[config.mk]
export PLATFORM = sky130hd
export DESIGN_NAME = wcr_queue
export DESIGN_NICKNAME = d
export VERILOG_FILES = /design/src/rtl/wcr_pkg.sv /design/src/rtl/wcr_queue.sv
export SDC_FILE = /design/constraint.sdc
export NUM_CORES = 1
export LEC_CHECK = 0
export BUFFER_PORTS_ARGS = -buffer_cell sky130_fd_sc_hd__buf_2
export CAP_MARGIN = 40
export CORE_MARGIN = 5
export CORE_UTILIZATION = 52
export DETAILED_ROUTE_END_ITERATION = 8
export GPL_TIMING_DRIVEN = 0
export PLACE_DENSITY = 0.75
export SETUP_SLACK_MARGIN = 0.1
export SLEW_MARGIN = 25
export SYNTH_ARGS = -nofsm -noshare
export SYNTH_HDL_FRONTEND = slang
export SYNTH_SLANG_ARGS = --single-unit
export TNS_END_PERCENT = 20
[constraint.sdc]
create_clock -name clk -period 10.9 [get_ports clk]
set_input_delay 1.635 -clock clk [delete_from_list [all_inputs] [get_ports clk]]
set_output_delay 1.635 -clock clk [all_outputs]
set_load 0.02 [all_outputs]
[src/rtl/wcr_pkg.sv]
// Shared types and constants for the windowed coverage ratio block.
package wcr_pkg;

  localparam int unsigned POS_BITS_DEF   = 32;
  localparam int unsigned COV_BITS_DEF   = 20;
  localparam int unsigned FRAC_BITS_DEF  = 16;
  localparam int unsigned SUM_BITS       = 40;
  localparam int unsigned WSUM_BITS      = 64;
  localparam int unsigned RATIO_INT_BITS = 32;
  localparam int unsigned CFG_IDX_BITS   = 3;
  localparam int unsigned CFG_DATA_BITS  = 32;
  localparam longint unsigned BOTH_ZERO_RATIO = 64'd500000;
  localparam int unsigned DEF_MAX_COV    = 100000;
  localparam int unsigned DEF_SUBST      = 50;
  localparam int unsigned DEF_TARGET     = 1000;
  localparam int unsigned QUEUE_DEPTH    = 4;
  localparam int unsigned QUEUE_AW       = 2;

  typedef enum logic [CFG_IDX_BITS-1:0] {
    CFG_MIN_COV_FIRST   = 3'd0,
    CFG_MAX_COV_FIRST   = 3'd1,
    CFG_MIN_COV_SECOND  = 3'd2,
    CFG_MAX_COV_SECOND  = 3'd3,
    CFG_WINDOW_TARGET   = 3'd4,
    CFG_MIN_WINDOW_SPAN = 3'd5,
    CFG_ZERO_SUBSTITUTE = 3'd6
  } cfg_idx_t;

  typedef enum logic {
    OP_INTERVAL = 1'b0,
    OP_FLUSH    = 1'b1
  } op_t;

  typedef struct packed {
    logic        operation;
    logic        new_scaffold;
    logic [31:0] interval_start;
    logic [31:0] interval_end;
    logic [19:0] coverage_first;
    logic [19:0] coverage_second;
  } in_item_t;

  typedef struct packed {
    logic [31:0] window_start;
    logic [31:0] window_span;
    logic [31:0] valid_bases;
    logic [35:0] avg_cov_first;
    logic [35:0] avg_cov_second;
    logic [47:0] cov_ratio;
    logic        both_zero;
    logic        last_result;
  } out_item_t;

  // Closed window snapshot handed from the accumulator to the divider side.
  typedef struct packed {
    logic [31:0] start;
    logic [31:0] span;
    logic [31:0] valid;
    logic [39:0] sum1;
    logic [39:0] sum2;
    logic [63:0] wsum1;
    logic [63:0] wsum2;
    logic        last;
  } win_t;

  typedef enum logic [2:0] {
    BE_IDLE,
    BE_DIV_A1,
    BE_DIV_A2,
    BE_DIV_R,
    BE_HOLD
  } be_state_t;

endpackage

[src/rtl/wcr_queue.sv]
// Small queue of closed windows between the accumulator and the divider.
module wcr_queue (
  input  logic           clk,
  input  logic           rst_n,
  input  logic           push,
  input  wcr_pkg::win_t  wdata,
  input  logic           pop,
  output wcr_pkg::win_t  rdata,
  output logic           empty,
  output logic [2:0]     free
);
  import wcr_pkg::*;

  win_t mem_r [QUEUE_DEPTH];
  logic [QUEUE_AW-1:0] wp_r, rp_r;
  logic [QUEUE_AW:0]   cnt_r;

  always_ff @(posedge clk) begin
    if (!rst_n) begin
      wp_r <= '0; rp_r <= '0; cnt_r <= '0;
    end else begin
      if (push) wp_r <= wp_r + 1'b1;
      if (pop)  rp_r <= rp_r + 1'b1;
      cnt_r <= cnt_r + (QUEUE_AW+1)'(push) - (QUEUE_AW+1)'(pop);
    end
    if (push) mem_r[wp_r] <= wdata;
  end

  assign rdata = mem_r[rp_r];
  assign empty = (cnt_r == '0);
  assign free  = 3'(QUEUE_DEPTH) - 3'(cnt_r);

endmodule

==> results of run 1 <==
## layout make-up
cell class | instances | area (sq um) | share of cell area
buffer | 69 | 520 | 0.00976
inverter | 9 | 33.8 | 0.000633
tap | 1144 | 1430 | 0.0268
clock inverter | 61 | 462 | 0.00866
timing repair buffer | 648 | 3830 | 0.0719
multi-input combinational | 332 | 7130 | 0.134
sequential | 1229 | 36800 | 0.690
clock buffer | 145 | 3010 | 0.0565
antenna | 36 | 90.1 | 0.00169
## synth_stat cells
master	number	area, sq um
clkbuf_1	7	26.3
mux4_2	305	6870
edfxtp_1	1220	36600
xor3_1	1	23.8
buf_4	1	7.51
buf_6	29	327
a21bo_2	1	10.0
a21oi_1	1	5.00
mux2i_1	1	10.0
nand3b_1	1	7.51
inv_1	9	33.8
ha_1	8	100
and2_1	6	37.5
buf_2	32	160
xnor2_1	2	17.5
dfxtp_1	9	180
nor2_1	5	18.8
fa_1	1	20.0
## layout by cell type (no fill, tap or decap), types with 8 or more instances in the layout
master / n
buf_6: 30
buf_12: 12
clkinv_1: 34
mux4_2: 305
inv_1: 9
clkinv_2: 14
clkbuf_1: 36
edfxtp_1: 1220
buf_16: 18
diode_2: 36
dfxtp_1: 9
buf_2: 649
clkbuf_16: 116
ha_1: 8
## worst paths after layout
| path | endpoint | from | depth (start not counted) | slack (ns) |
|---|---|---|---|---|
| max | rdata[182] | flop | 5 | 6.23 |
| min | flop | rp_r[1] | 2 | 0.55 |
| max reg2reg | mem_r[2][296] | wp_r[0] | 7 | 8.13 |
| min reg2reg | flop | rp_r[1] | 2 | 0.55 |
## worst register-to-register path: stages (launching register included)
cell	delay, ns
dfxtp_1	0.35
inv_1	0.10
ha_1	0.15
and2_4	0.55
buf_16	0.30
buf_16	0.36
buf_12	0.31
buf_12	0.28
## metal layers
layer / vias to the layer above / track usage / share of wire
met5: - / 0 / 0.0014
li1: 8748 / - / -
met1: 10900 / 0.256 / 0.35
met2: 835 / 0.358 / 0.53
met3: 207 / 0.0582 / 0.080
met4: 18 / 0.0859 / 0.038
## kinds of logic after synthesis
| kind of cell | after synthesis | share of synthesized area |
|---|---|---|
| flops | 1229 | 0.828 |
| mux | 306 | 0.155 |
| buf+inv | 78 | 0.0125 |
| simple gates | 12 | 0.00143 |
| fa+ha+maj | 9 | 0.00270 |
| xor+xnor | 3 | 0.000928 |
| compound gates | 2 | 0.000337 |
## metrics by stage
| stage | util | setup TNS, ns |
|---|---|---|
| final | 0.627 | 0 |
| after global routing | 0.627 | 0 |
| after CTS | 0.626 | 0 |
| after detailed placement | 0.585 | 0 |
| after global placement | 0.576 | -4204.33 |
| after floorplan | - | 0 |
## registers in the layout (all words and copies together), names as in the netlist, named ones only
name,flops
mem_r,1220
cnt_r,3
rp_r,2
wp_r,2
## where the power goes
| group | switching (mW) | internal (mW) | total, mW |
|---|---|---|---|
| logic | 0.720 | 0.473 | 1.19 |
| registers | 0.0499 | 5.43 | 5.48 |
| clock network | 1.62 | 2.08 | 3.71 |
==> flow_summary.ini, run 1 <==
[final_layout]
fill_cells = 5596
final_cells = 3673
syn_to_final_growth_pct = 19.9
stdcell_area_sq_um = 53300
final_nets = 2722
drive_gt1_frac = 0.467

[timing]
finalCriticalPeriod_ns = 4.67
finalCritPeriodShare = 0.429
maxSlewHeadroom = 0.457
slew_violations = 0
hold-worst-slack_ns = 0.548
finalSetupViolations = 0
fmax_mhz = 214
setup_ws_ns = 6.23
skew_ns = 0.0145
worst_pin_slew_ns = 0.814
rsz0062_at_grt = no
hold_violations = 0

[clock_network]
postCtsSetupBuffers = 0
cts_hold_buf = 0
cts_resized = 0
cts.clk_slew.worst_paths_ns = 0.06
numClockSinks = 1229
cts_tree = yes
cts.root.buffer_cell = clkbuf_16
cts_buffer_depth = 3
worstSkewPairLatency_ns = 0.69
numCtsBuffers = 115
htree_levels = 3

[critical_path]
worst_setup_path_end_kind = primary output
cp.required_ns = 9.27
crit_slowest_cell = clkbuf_1
path_buf_inv = 4
cp_top_family = buffers and inverters
start_kind = flop
cp_common_cell = buf_2
worst_ep_arrival_time_ns = 3.04
critical-path-max-stage-delay_ns = 0.67
crit_type = flop to primary output
cp_cell_sequence = buf_2, clkbuf_1, buf_2, mux4_2, buf_2
crit_fanout = 11

[placed_design]
globalplace.congestion = 0.771
placed_area_sq_um = 49800
numPortBuffers = 617
placed_cells = 3431
hpwl_mm = 64.5
post-place-ws_ns = 6.87

[route]
drc = 0
vias = 20700
routed_wl_mm = 97.2
ant_nets = 0
post_drt_wl_per_cell_microns = 26.5
vias_per_cell = 5.64
drt_pass1_iterations = 5
drt_iter0_drc = 1608

[grt]
grt_pass1_wl_mm = 142
grt_max_degree = 46
grt_overflow_total = 0
track_usage = 0.210
antenna_found_initial = 38
grt_pass1_vias = 22200

[die]
start_util = 0.523
placementRows = 107
core_area_sq_um = 85000
ioPinCount = 618
die_h_microns = 303
fp.dieArea_sq_um = 91500
die_w_microns = 303

[synth]
synth_seq_area_share = 0.828
ys_ff_latch = 1229
yosysWarnings = 0
syn_area_per_cell_sq_um = 27.1
synth_cells = 1639
netlist_area_sq_um = 44500
syn-num-nets = 1957
post_synth_num_cell_types = 18

[outcome]
status = finished clean

[power]
ir_worst_vdd_v = 0.000158
p_per_area_nw_per_um2 = 195
finalPower_mw = 10.4
leakage_nw = 17.9

[hold_path]
min_path_type = flop to flop

[run]
drv_cap = 0
(Power assumes the default switching activity.)
==> run 2, diff against run 1 <==
--- a/config.mk
+++ b/config.mk
@@ -5,13 +5,14 @@
 export SDC_FILE = /design/constraint.sdc
 export NUM_CORES = 1
 export LEC_CHECK = 0
+export ABC_AREA = 1
 export BUFFER_PORTS_ARGS = -buffer_cell sky130_fd_sc_hd__buf_2
 export CAP_MARGIN = 40
 export CORE_MARGIN = 5
 export CORE_UTILIZATION = 52
 export DETAILED_ROUTE_END_ITERATION = 8
 export GPL_TIMING_DRIVEN = 0
-export PLACE_DENSITY = 0.75
+export PLACE_DENSITY = 0.78
 export SETUP_SLACK_MARGIN = 0.1
 export SLEW_MARGIN = 25
 export SYNTH_ARGS = -nofsm -noshare
==> constraint.sdc (replaced) <==
create_clock -name clk -period 3.8 [get_ports clk]
set_input_delay 0.57 -clock clk [delete_from_list [all_inputs] [get_ports clk]]
set_output_delay 0.57 -clock clk [all_outputs]
set_load 0.02 [all_outputs]
==> run 2 against run 1 <==
Effect of this change: cell count increased by 48%; count of clock-buffer cells in the layout decreased by 15; combinational power increased to 3.0 times the previous value; die area increased by 3.5%; via count increased by 45%; clock skew increased by 0.0068 ns; utilization increased by 0.83 points; critical path type unchanged; largest power group unchanged.
==> flow_summary.ini, run 2 <==
[critical_path]
worst_setup_path_end_kind = primary output
r2r-start = wp_r[0]
path_buf_inv = 4
path_depth = 6
cp_top_family = buffers and inverters
critical-path-max-stage-delay_ns = 0.50
cp.required_ns = 3.23
cp_cell_sequence = buf_4, buf_2, clkbuf_1, nor2_1, o21ai_0, buf_2
crit_type = flop to primary output
r2r_slack_ns = 1.28
r2r_end = mem_r[3][72]
cp_common_cell = buf_2
worstRegToRegCells = 7
start_kind = flop
crit_slowest_cell = clkbuf_1
worst_ep_arrival_time_ns = 2.97
crit_fanout = 10

[final_layout]
multi_input_area_sq_um = 8330
final_cells = 5429
final_nets = 4423
final_util = 0.636
syn_to_final_growth_pct = 21.7
ff_latch_area_sq_um = 36800
largest_reg_flops = 1220
final_common_cell = edfxtp_1
layout_common_cells = edfxtp_1, nor2_1, buf_2
fill_cells = 6146
regMostFlops = mem_r
drive_gt1_frac = 0.230
reg.largest.list = mem_r (1220), cnt_r (3)

[clock_network]
numClockSinks = 1229
cts_hold_buf = 0
htree_levels = 3
cts.root.buffer_cell = clkbuf_16
cts_tree = yes
numCtsBuffers = 118
postCtsSetupBuffers = 0
cts.clk_slew.worst_paths_ns = 0.06
cts_buffer_depth = 3
worstSkewPairLatency_ns = 0.70

[route]
drc = 0
post_drt_wl_per_cell_microns = 22.9
vias = 30100
drt_pass1_iterations = 5
routed_wl_mm = 124
ant_nets = 0
vias_per_cell = 5.55
drt_iter0_drc = 3163

[grt]
grt_max_degree = 30
use_met1 = 0.318
grt.busiest_layer = met2
track_usage = 0.253
antenna_found_initial = 62
grt_overflow_total = 0
grt_pass1_wl_mm = 180
use_met2 = 0.418
grt_pass1_vias = 29100
grt_util_met3 = 0.0614

[timing]
slew_violations = 0
fmax_mhz = 282
maxSlewHeadroom = 0.520
finalSetupViolations = 0
skew_ns = 0.0213
finalCritPeriodShare = 0.932
hold-worst-slack_ns = 0.0805
worst_pin_slew_ns = 0.718
hold_violations = 0
rsz0062_at_grt = no
finalCriticalPeriod_ns = 3.54

[die]
core_area_sq_um = 88200
die_w_microns = 308
ioPinCount = 618
start_util = 0.522
placementRows = 109
fp.dieArea_sq_um = 94700
die_h_microns = 308

[hold_path]
hold_end = mem_r[1][222]
min_path_type = input port to flop
whs_path_depth = 1
min-delay-start = wdata[222]

[synth]
synth_cells = 3313
yosys.area.top_type = edfxtp_1
synth.top_cell.area_share = 0.795
synthFlopType = edfxtp_1
post_synth_num_cell_types = 19
syn_area_per_cell_sq_um = 13.9
yosysWarnings = 0
synth_edf_count = 1220
synth_common_cells = edfxtp_1, nor2_1, o21ai_0
post-synth-top-count-cell = edfxtp_1
ys_ff_latch = 1229
synth_seq_area_share = 0.799
synthArstFlopShare = 0
netlist_area_sq_um = 46100
syn-num-nets = 3631
synth.area.top_cells = edfxtp_1, o21ai_0, nor2_1

[placed_design]
numPortBuffers = 617
placed_cells = 5149
globalplace.congestion = 0.844
hpwl_mm = 83.7

[power]
p_per_area_nw_per_um2 = 555
ir_worst_vdd_v = 0.000461
leakage_nw = 19.9
finalPower_mw = 31.1

[run]
drv_cap = 0

[outcome]
status = finished clean
-- run 2: cell count changes in the layout (fill, tap and decap cells not counted), moves of 7 or more --
cell        change
buf_6          -15
mux4_2        -305
buf_12         +27
buf_2          +48
nand2_1         +7
nor2_1        +910
o21ai_0       +695
buf_1           +7
o21ai_1       +223
bufinv_16      +13
diode_2        +21
clkbuf_1       +69
clkinvlp_4     +10
-- run 2: area by class of cell --
cell class,instances,share of cell area
Inverter,21,0.00181
Sequential cell,1229,0.657
Timing Repair Buffer,672,0.0760
Clock buffer,130,0.0538
Buffer,203,0.0175
Antenna cell,57,0.00254
Clock inverter,92,0.0173
Multi-Input combinational cell,1860,0.148
Tap cell,1165,0.0260
-- run 2: how the worst max path moves through the flow --
| stage | end | start | slack (ns) |
|---|---|---|---|
| finish | rdata[49] | flop | 0.26 |
| global route | rdata[117] | flop | 0.11 |
| floorplan | mem_r[2][0] | wp_r[0] | -1.77 |
| detailed placement | rdata[117] | flop | 0.55 |
| CTS | rdata[117] | flop | 0.07 |
| global placement | mem_r[0][151] | push | -5.82 |
-- run 2: kinds of logic (layout without fill, tap and decap cells) --
logic type | after synthesis | in the layout | share of synthesized area
DFF | 1229 | 1229 | 0.799
and+or+nand+nor | 927 | 927 | 0.0755
AOI/OAI and AO/OA | 924 | 924 | 0.100
buffers and inverters | 224 | 1118 | 0.0229
adders and majority gates | 9 | 9 | 0.00261
other | 0 | 57 | 0
-- run 2: power by group --
part / switching [mW] / internal, mW / total, mW
Combinational: 2.53 / 1.02 / 3.54
Sequential: 0.118 / 15.5 / 15.6
Clock: 4.92 / 7.02 / 11.9
Total: 7.56 / 23.5 / 31.1
-- run 2: what timing repair did --
| action | in CTS | in global routing |
|---|---|---|
| setup endpoints to repair | 3 | 3 |
| pin swaps | 0 | 0 |
| endpoints found under the hold margin | 0 | 0 |
| gates resized for setup | 4 | 3 |
-- run 2: routing by layer --
| metal | vias up | part of all wire |
|---|---|---|
| li1 | 13700 | - |
| met1 | 14700 | 0.37 |
| met2 | 1376 | 0.50 |
| met3 | 313 | 0.085 |
| met4 | 32 | 0.046 |
| met5 | - | 0.0018 |
-- run 2: through the flow --
step	setup slack, ns	TNS (ns)	cell area (sq um)
after floorplan	-1.77	-2159.78	46200
after global placement	-5.82	-6965.79	50800
after detailed placement	0.553	0	51900
after CTS	0.0653	0	55900
after global routing	0.107	0	56000
final	0.258	0	56100
