## config.mk

```make
export PLATFORM = sky130hd
export DESIGN_NAME = wcr_back
export DESIGN_NICKNAME = d
export VERILOG_FILES = /design/src/rtl/wcr_pkg.sv /design/src/rtl/wcr_divider.sv /design/src/rtl/wcr_back.sv
export SDC_FILE = /design/constraint.sdc
export NUM_CORES = 1
export LEC_CHECK = 0
export BUFFER_PORTS_ARGS = -buffer_cell sky130_fd_sc_hd__buf_4
export CORE_MARGIN = 4
export CORE_UTILIZATION = 45
export CTS_CLUSTER_DIAMETER = 60
export CTS_CLUSTER_SIZE = 8
export DETAILED_ROUTE_END_ITERATION = 16
export PLACE_DENSITY = 0.66
export SETUP_SLACK_MARGIN = 0.2
export SLEW_MARGIN = 20
export SYNTH_ARGS = -nofsm -noshare
export SYNTH_HDL_FRONTEND = slang
export SYNTH_HIERARCHICAL = 1
export SYNTH_SLANG_ARGS = --single-unit
```

## constraint.sdc

```tcl
create_clock -name clk -period 44.1 [get_ports clk]
set_input_delay 0 -clock clk [delete_from_list [all_inputs] [get_ports clk]]
set_output_delay 0 -clock clk [all_outputs]
set_load 0.01 [all_outputs]
```

## src/rtl/wcr_pkg.sv

```systemverilog
// Shared types and constants for the windowed coverage ratio block.
package wcr_pkg;

  localparam int unsigned POS_BITS_DEF   = 32;
  localparam int unsigned COV_BITS_DEF   = 20;
  localparam int unsigned FRAC_BITS_DEF  = 16;
  localparam int unsigned SUM_BITS       = 40;
  localparam int unsigned WSUM_BITS      = 64;
  localparam int unsigned RATIO_INT_BITS = 32;
  localparam int unsigned CFG_IDX_BITS   = 3;
  localparam int unsigned CFG_DATA_BITS  = 32;
  localparam longint unsigned BOTH_ZERO_RATIO = 64'd500000;
  localparam int unsigned DEF_MAX_COV    = 100000;
  localparam int unsigned DEF_SUBST      = 50;
  localparam int unsigned DEF_TARGET     = 1000;
  localparam int unsigned QUEUE_DEPTH    = 4;
  localparam int unsigned QUEUE_AW       = 2;

  typedef enum logic [CFG_IDX_BITS-1:0] {
    CFG_MIN_COV_FIRST   = 3'd0,
    CFG_MAX_COV_FIRST   = 3'd1,
    CFG_MIN_COV_SECOND  = 3'd2,
    CFG_MAX_COV_SECOND  = 3'd3,
    CFG_WINDOW_TARGET   = 3'd4,
    CFG_MIN_WINDOW_SPAN = 3'd5,
    CFG_ZERO_SUBSTITUTE = 3'd6
  } cfg_idx_t;

  typedef enum logic {
    OP_INTERVAL = 1'b0,
    OP_FLUSH    = 1'b1
  } op_t;

  typedef struct packed {
    logic        operation;
    logic        new_scaffold;
    logic [31:0] interval_start;
    logic [31:0] interval_end;
    logic [19:0] coverage_first;
    logic [19:0] coverage_second;
  } in_item_t;

  typedef struct packed {
    logic [31:0] window_start;
    logic [31:0] window_span;
    logic [31:0] valid_bases;
    logic [35:0] avg_cov_first;
    logic [35:0] avg_cov_second;
    logic [47:0] cov_ratio;
    logic        both_zero;
    logic        last_result;
  } out_item_t;

  // Closed window snapshot handed from the accumulator to the divider side.
  typedef struct packed {
    logic [31:0] start;
    logic [31:0] span;
    logic [31:0] valid;
    logic [39:0] sum1;
    logic [39:0] sum2;
    logic [63:0] wsum1;
    logic [63:0] wsum2;
    logic        last;
  } win_t;

  typedef enum logic [2:0] {
    BE_IDLE,
    BE_DIV_A1,
    BE_DIV_A2,
    BE_DIV_R,
    BE_HOLD
  } be_state_t;

endpackage

```

## src/rtl/wcr_divider.sv

```systemverilog
// Radix-2 restoring divider producing a saturated fixed-point quotient.
module wcr_divider #(
  parameter int unsigned FRAC_BITS = wcr_pkg::FRAC_BITS_DEF
) (
  input  logic        clk,
  input  logic        rst_n,
  input  logic        start,
  input  logic [63:0] num,
  input  logic [63:0] den,
  input  logic [63:0] limit,
  output logic        done,
  output logic [63:0] quot
);
  import wcr_pkg::*;

  localparam int unsigned QW = 64 + FRAC_BITS;
  localparam int unsigned CW = $clog2(QW + 1);

  logic [QW-1:0] dvd_r, dvd_nxt;
  logic [64:0]   rem_r, rem_nxt;
  logic [63:0]   den_r, lim_r;
  logic [CW-1:0] cnt_r, cnt_nxt;
  logic          busy_r, busy_nxt, done_r, done_nxt;
  logic [64:0]   shifted, diff;
  logic [QW-1:0] full_q;

  assign shifted = {rem_r[63:0], dvd_r[QW-1]};
  assign diff    = shifted - {1'b0, den_r};

  always_comb begin
    dvd_nxt  = dvd_r;
    rem_nxt  = rem_r;
    cnt_nxt  = cnt_r;
    busy_nxt = busy_r;
    done_nxt = 1'b0;
    if (start) begin
      dvd_nxt  = {num, {FRAC_BITS{1'b0}}};
      rem_nxt  = '0;
      cnt_nxt  = CW'(QW);
      busy_nxt = 1'b1;
    end else if (busy_r) begin
      if (!diff[64]) begin
        rem_nxt = diff;
        dvd_nxt = {dvd_r[QW-2:0], 1'b1};
      end else begin
        rem_nxt = shifted;
        dvd_nxt = {dvd_r[QW-2:0], 1'b0};
      end
      cnt_nxt = cnt_r - 1'b1;
      if (cnt_r == CW'(1)) begin
        busy_nxt = 1'b0;
        done_nxt = 1'b1;
      end
    end
  end

  always_ff @(posedge clk) begin
    if (!rst_n) begin
      busy_r <= 1'b0;
      done_r <= 1'b0;
      cnt_r  <= '0;
    end else begin
      busy_r <= busy_nxt;
      done_r <= done_nxt;
      cnt_r  <= cnt_nxt;
    end
    dvd_r <= dvd_nxt;
    rem_r <= rem_nxt;
    if (start) begin
      den_r <= den;
      lim_r <= limit;
    end
  end

  assign full_q = dvd_r;
  assign done   = done_r;
  // Saturate: any quotient above the limit clamps.
  assign quot = ((full_q >> 64) != '0 || full_q[63:0] > lim_r) ? lim_r : full_q[63:0];

endmodule

```

## src/rtl/wcr_back.sv

```systemverilog
// Back end: substitutes zero sums, runs the three divisions, holds the result.
module wcr_back #(
  parameter int unsigned FRAC_BITS = wcr_pkg::FRAC_BITS_DEF
) (
  input  logic                clk,
  input  logic                rst_n,
  input  logic                q_empty,
  input  wcr_pkg::win_t       q_data,
  output logic                q_pop,
  input  logic [19:0]         subst,
  output logic                out_empty,
  input  logic                out_pop,
  output wcr_pkg::out_item_t  out_data
);
  import wcr_pkg::*;

  localparam logic [63:0] AVG_LIM   = 64'((65'd1 << 36) - 1);
  localparam logic [63:0] RATIO_LIM = 64'((65'd1 << 48) - 1);

  be_state_t st_r, st_nxt;
  win_t      w_r;
  out_item_t res_r;
  logic [39:0] r1_r, r2_r;
  logic        bz_r;

  logic        d_start, d_done;
  logic [63:0] d_num, d_den, d_lim, d_q;

  wcr_divider #(.FRAC_BITS(FRAC_BITS)) u_div (
    .clk(clk), .rst_n(rst_n), .start(d_start), .num(d_num), .den(d_den),
    .limit(d_lim), .done(d_done), .quot(d_q)
  );

  // Zero-sum substitution.
  logic [39:0] a1, a2, sub40;
  always_comb begin
    sub40 = 40'(subst);
    a1 = q_data.sum1;
    a2 = q_data.sum2;
    if (a1 == '0) a1 = (a2 < sub40) ? a2 : sub40;
    if (a2 == '0) a2 = (a1 < sub40) ? a1 : sub40;
  end

  always_comb begin
    st_nxt = st_r;
    case (st_r)
      BE_IDLE:   if (!q_empty) st_nxt = BE_DIV_A1;
      BE_DIV_A1: if (d_done) st_nxt = BE_DIV_A2;
      BE_DIV_A2: if (d_done) st_nxt = BE_DIV_R;
      BE_DIV_R:  if (d_done) st_nxt = BE_HOLD;
      BE_HOLD:   if (out_pop) st_nxt = BE_IDLE;
      default:   st_nxt = BE_IDLE;
    endcase
  end

  always_comb begin
    q_pop   = (st_r == BE_IDLE) && !q_empty;
    d_start = 1'b0;
    d_num   = w_r.wsum1;
    d_den   = 64'(w_r.valid);
    d_lim   = AVG_LIM;
    case (st_r)
      BE_IDLE: begin
        d_start = !q_empty;
        d_num   = q_data.wsum1;
        d_den   = 64'(q_data.valid);
      end
      BE_DIV_A1: begin
        d_start = d_done;
        d_num   = w_r.wsum2;
      end
      BE_DIV_A2: begin
        d_start = d_done;
        d_num   = 64'(r1_r);
        d_den   = 64'(r2_r);
        d_lim   = RATIO_LIM;
      end
      default: ;
    endcase
  end

  always_ff @(posedge clk) begin
    if (!rst_n) st_r <= BE_IDLE;
    else        st_r <= st_nxt;
    if (q_pop) begin
      w_r  <= q_data;
      r1_r <= a1;
      r2_r <= a2;
      bz_r <= (q_data.sum1 == '0) && (q_data.sum2 == '0);
      res_r.window_start <= q_data.start;
      res_r.window_span  <= q_data.span;
      res_r.valid_bases  <= q_data.valid;
      res_r.both_zero    <= (q_data.sum1 == '0) && (q_data.sum2 == '0);
      res_r.last_result  <= q_data.last;
    end
    if (d_done) begin
      case (st_r)
        BE_DIV_A1: res_r.avg_cov_first  <= (w_r.valid == '0) ? '0 : d_q[35:0];
        BE_DIV_A2: res_r.avg_cov_second <= (w_r.valid == '0) ? '0 : d_q[35:0];
        BE_DIV_R: begin
          if (bz_r)             res_r.cov_ratio <= 48'(BOTH_ZERO_RATIO << FRAC_BITS);
          else if (r2_r == '0)  res_r.cov_ratio <= '1;
          else                  res_r.cov_ratio <= d_q[47:0];
        end
        default: ;
      endcase
    end
  end

  assign out_empty = (st_r != BE_HOLD);
  assign out_data  = res_r;

endmodule

```

==> flow_summary.html <==
<table>
<tr><th>Metric</th><th>Value</th></tr>
<tr><th colspan="2">Status</th></tr>
<tr><td>Outcome</td><td>completed</td></tr>
<tr><th colspan="2">Die</th></tr>
<tr><td>Core ar.</td><td>76100 um^2</td></tr>
<tr><td>Die height</td><td>285 um</td></tr>
<tr><td>Die width</td><td>285 um</td></tr>
<tr><td>Row count</td><td>101</td></tr>
<tr><td>Number of top-level pins</td><td>549</td></tr>
<tr><td>Starting density of the core</td><td>45.5%</td></tr>
<tr><td>Area of the die</td><td>81500 um^2</td></tr>
<tr><th colspan="2">Routing</th></tr>
<tr><td>Number of iterations in the first detailed-routing pass</td><td>6</td></tr>
<tr><td>Number of design-rule violations left by the first detailed-router iteration</td><td>2133</td></tr>
<tr><td>Count of unresolved DRC violations after routing</td><td>0</td></tr>
<tr><td>Via total after detailed routing</td><td>26300</td></tr>
<tr><td>Count of antenna-violating nets left after detailed routing</td><td>0</td></tr>
<tr><td>Post-detailed-routing wire length</td><td>106000 um</td></tr>
<tr><td>Average detailed-routed wire length per instance</td><td>21.5 um</td></tr>
<tr><td>Via density per instance</td><td>5.33</td></tr>
<tr><th colspan="2">Timing</th></tr>
<tr><td>Count of final hold-check violations</td><td>0</td></tr>
<tr><td>Setup total negative slack</td><td>0 ps</td></tr>
<tr><td>Minimum period implied by the final worst setup slack</td><td>5900 ps</td></tr>
<tr><td>Setup skew after layout</td><td>46.7 ps</td></tr>
<tr><td>Max-slew headroom at the worst pin</td><td>29.7%</td></tr>
<tr><td>Fmax</td><td>170 MHz</td></tr>
<tr><td>Period utilisation layout</td><td>13.4%</td></tr>
<tr><td>Unrepaired setup endpoints after global routing</td><td>false</td></tr>
<tr><td>Setup-violating endpoint count in the final report</td><td>0</td></tr>
<tr><td>Slew @ Worst Pin</td><td>1060 ps</td></tr>
<tr><td>Number of pins with negative max-slew slack in the final report</td><td>0</td></tr>
<tr><th colspan="2">Setup path</th></tr>
<tr><td>Kind of start point of the critical path</td><td>primary input</td></tr>
<tr><td>Required time of the critical path</td><td>44610 ps</td></tr>
<tr><td>Crit Path Max Fanout</td><td>11</td></tr>
<tr><td>Cell breakdown of the critical path</td><td>dlygate4sd3_1 &gt; buf_4 &gt; nor4_1 &gt; nand4_1 &gt; nor2_1 &gt; nand3b_1 &gt; nor2_2 &gt; buf_4 &gt; mux2i_1 &gt; o21bai_1 &gt; ha_1 &gt; nand4_1 &gt; nor4_1 &gt; nand4_1 &gt; a21oi_1 &gt; a211oi_2 &gt; a21oi_1 &gt; buf_4 &gt; a221o_1 &gt; dlygate4sd3_1</td></tr>
<tr><td>Critical Path End Type</td><td>register</td></tr>
<tr><td>Critical path's slowest cell</td><td>sky130_fd_sc_hd__a21oi_1</td></tr>
<tr><td>WP data arrival</td><td>6400 ps</td></tr>
<tr><td>Startpoint-to-endpoint class of the critical path</td><td>primary input to register</td></tr>
<tr><td>Top delay family on crit path</td><td>simple AND/OR/NAND/NOR gates</td></tr>
<tr><td>Largest stage delay on the critical path</td><td>820 ps</td></tr>
<tr><td>Total buffers and inverters traversed by the critical path</td><td>5</td></tr>
<tr><th colspan="2">Power</th></tr>
<tr><td>Power Total</td><td>1.91 mW</td></tr>
<tr><td>Largest vdd supply drop</td><td>0.0297 mV</td></tr>
<tr><td>Power per cell area</td><td>41.4 nW/um^2</td></tr>
<tr><td>Total leakage power</td><td>18.5 nW</td></tr>
<tr><th colspan="2">Global routing</th></tr>
<tr><td>Initial antenna violation count</td><td>12</td></tr>
<tr><td>Wire length of the first global-routing pass</td><td>161000 um</td></tr>
<tr><td>Via count of the first global-routing pass</td><td>26800</td></tr>
<tr><td>Gr usage total</td><td>25.5%</td></tr>
<tr><td>Largest net degree at the start of global routing</td><td>179</td></tr>
<tr><td>GR Overflow Total</td><td>0</td></tr>
<tr><th colspan="2">CTS</th></tr>
<tr><td>Total CTS buffers</td><td>101</td></tr>
<tr><td>Source-to-sink clock delay at the later pin of the worst-skew pair</td><td>650 ps</td></tr>
<tr><td>Clock transition time at the flip-flop clock pins of the worst setup and hold paths</td><td>50 ps</td></tr>
<tr><td>Resize count post-CTS</td><td>0</td></tr>
<tr><td>TritonCTS sink count</td><td>710</td></tr>
<tr><td>Number of levels the H-tree was split into</td><td>3</td></tr>
<tr><td>Clock tree root driver cell</td><td>sky130_fd_sc_hd__clkbuf_16</td></tr>
<tr><td>Clock tree from TritonCTS</td><td>yes</td></tr>
<tr><td>Maximum buffer depth of the clock tree</td><td>3</td></tr>
<tr><th colspan="2">Synthesis</th></tr>
<tr><td>Average footprint of a synthesized cell</td><td>11.7 um^2</td></tr>
<tr><td>Yosys warning count</td><td>6</td></tr>
<tr><td>Post-Syn Area</td><td>34600 um^2</td></tr>
<tr><td>Cell count after synthesis</td><td>2951</td></tr>
<tr><th colspan="2">Placement</th></tr>
<tr><td>Estimated wirelength of the detail-placed design</td><td>73600 um</td></tr>
<tr><td># port buffers</td><td>548</td></tr>
<tr><td>Routability Congestion</td><td>0.918</td></tr>
<tr><th colspan="2">Finish</th></tr>
<tr><td>Fraction of layout cells with a size suffix above 1</td><td>20.0%</td></tr>
<tr><td>Final core area utilization</td><td>60.7%</td></tr>
<tr><td>Net count of the finished layout</td><td>4324</td></tr>
<tr><td>Synth-to-layout area growth</td><td>33.3%</td></tr>
<tr><td>Commonest cells after routing, fill and taps aside</td><td>sky130_fd_sc_hd__edfxtp_1 (618), sky130_fd_sc_hd__buf_4 (572), sky130_fd_sc_hd__dlygate4sd3_1 (348)</td></tr>
<tr><td>Commonest non-fill, non-tap cell in the layout</td><td>sky130_fd_sc_hd__edfxtp_1</td></tr>
<tr><th colspan="2">Flow run</th></tr>
<tr><td>Max-capacitance violation count</td><td>0</td></tr>
<tr><th colspan="2">Worst hold path</th></tr>
<tr><td>Worst min-delay path category</td><td>primary input to register</td></tr>
</table>
==> per-stage QoR <==
step / setup slack, ps / cells / instance area (um^2) / hold slack (ps)
CTS: 38260 / 4920 / 46100 / 8.08
floorplan: 16250 / 3025 / 34900 / 98.9
detailed placement: 38670 / 4403 / 39600 / 179
finish: 38200 / 4935 / 46100 / 28.1
global route: 37790 / 4927 / 46100 / 29.3
global placement: 38780 / 4403 / 39600 / 178
==> final timing paths <==
check | startpoint | end | slack (ps) | cells past startpoint
hold reg to reg | u_div/rem_r[19] | u_div/rem_r[20] | 480 | 2
hold / removal | q_data[145] | bz_r | 30 | 4
setup / recovery | q_data[165] | r2_r[19] | 38200 | 20
setup reg to reg | st_r[0] | u_div/dvd_r[16] | 39250 | 8
==> final cells by class <==
class                           count  area [um^2]
Fill cell                        6132        29900
Sequential cell                   710        20400
Multi-Input combinational cell   1919        12900
Timing Repair Buffer              924         7870
Clock buffer                      159         2810
Tap cell                         1030         1290
Inverter                          170          638
Clock inverter                     10          175
Antenna cell                       13         32.5
==> per-layer routing <==
| layer | vias to the layer above | GRT usage, % | wire length, um |
|---|---|---|---|
| met5 | - | 0 | 38 |
| met4 | 6 | 8.68 | 3410 |
| met3 | 188 | 5.04 | 7210 |
| met2 | 937 | 43.1 | 51700 |
| met1 | 12600 | 33.0 | 43700 |
| li1 | 12500 | - | - |
==> timing repair <==
| item | CTS | global route |
|---|---|---|
| endpoints found under the hold margin | 381 | 0 |
| setup buffers | 0 | 0 |
| hold buffers | 348 | 0 |
| setup endpoints to repair | 0 | 0 |
==> flip-flops by register name, indices dropped and copies added, names as in the netlist <==
register	cells
st_r	3
r2_r	40
u_div/den_r	64
r1_r	40
u_div/busy_r	1
out_data	217
w_r	128
u_div/cnt_r	7
u_div/lim_r	64
u_div/rem_r	64
u_div/dvd_r	80
bz_r	1
u_div/done	1
==> power by group <==
part | internal (mW) | switching, mW
clock | 0.439 | 0.289
combinational | 0.158 | 0.207
sequential | 0.786 | 0.0328
==> worst reg2reg max path: cells and delay by family (launching register included) <==
family        cells  cell delay [ps]
simple gates      4             2020
buf+inv           4             1860
flops             1              480
(Power assumes the default switching activity.)
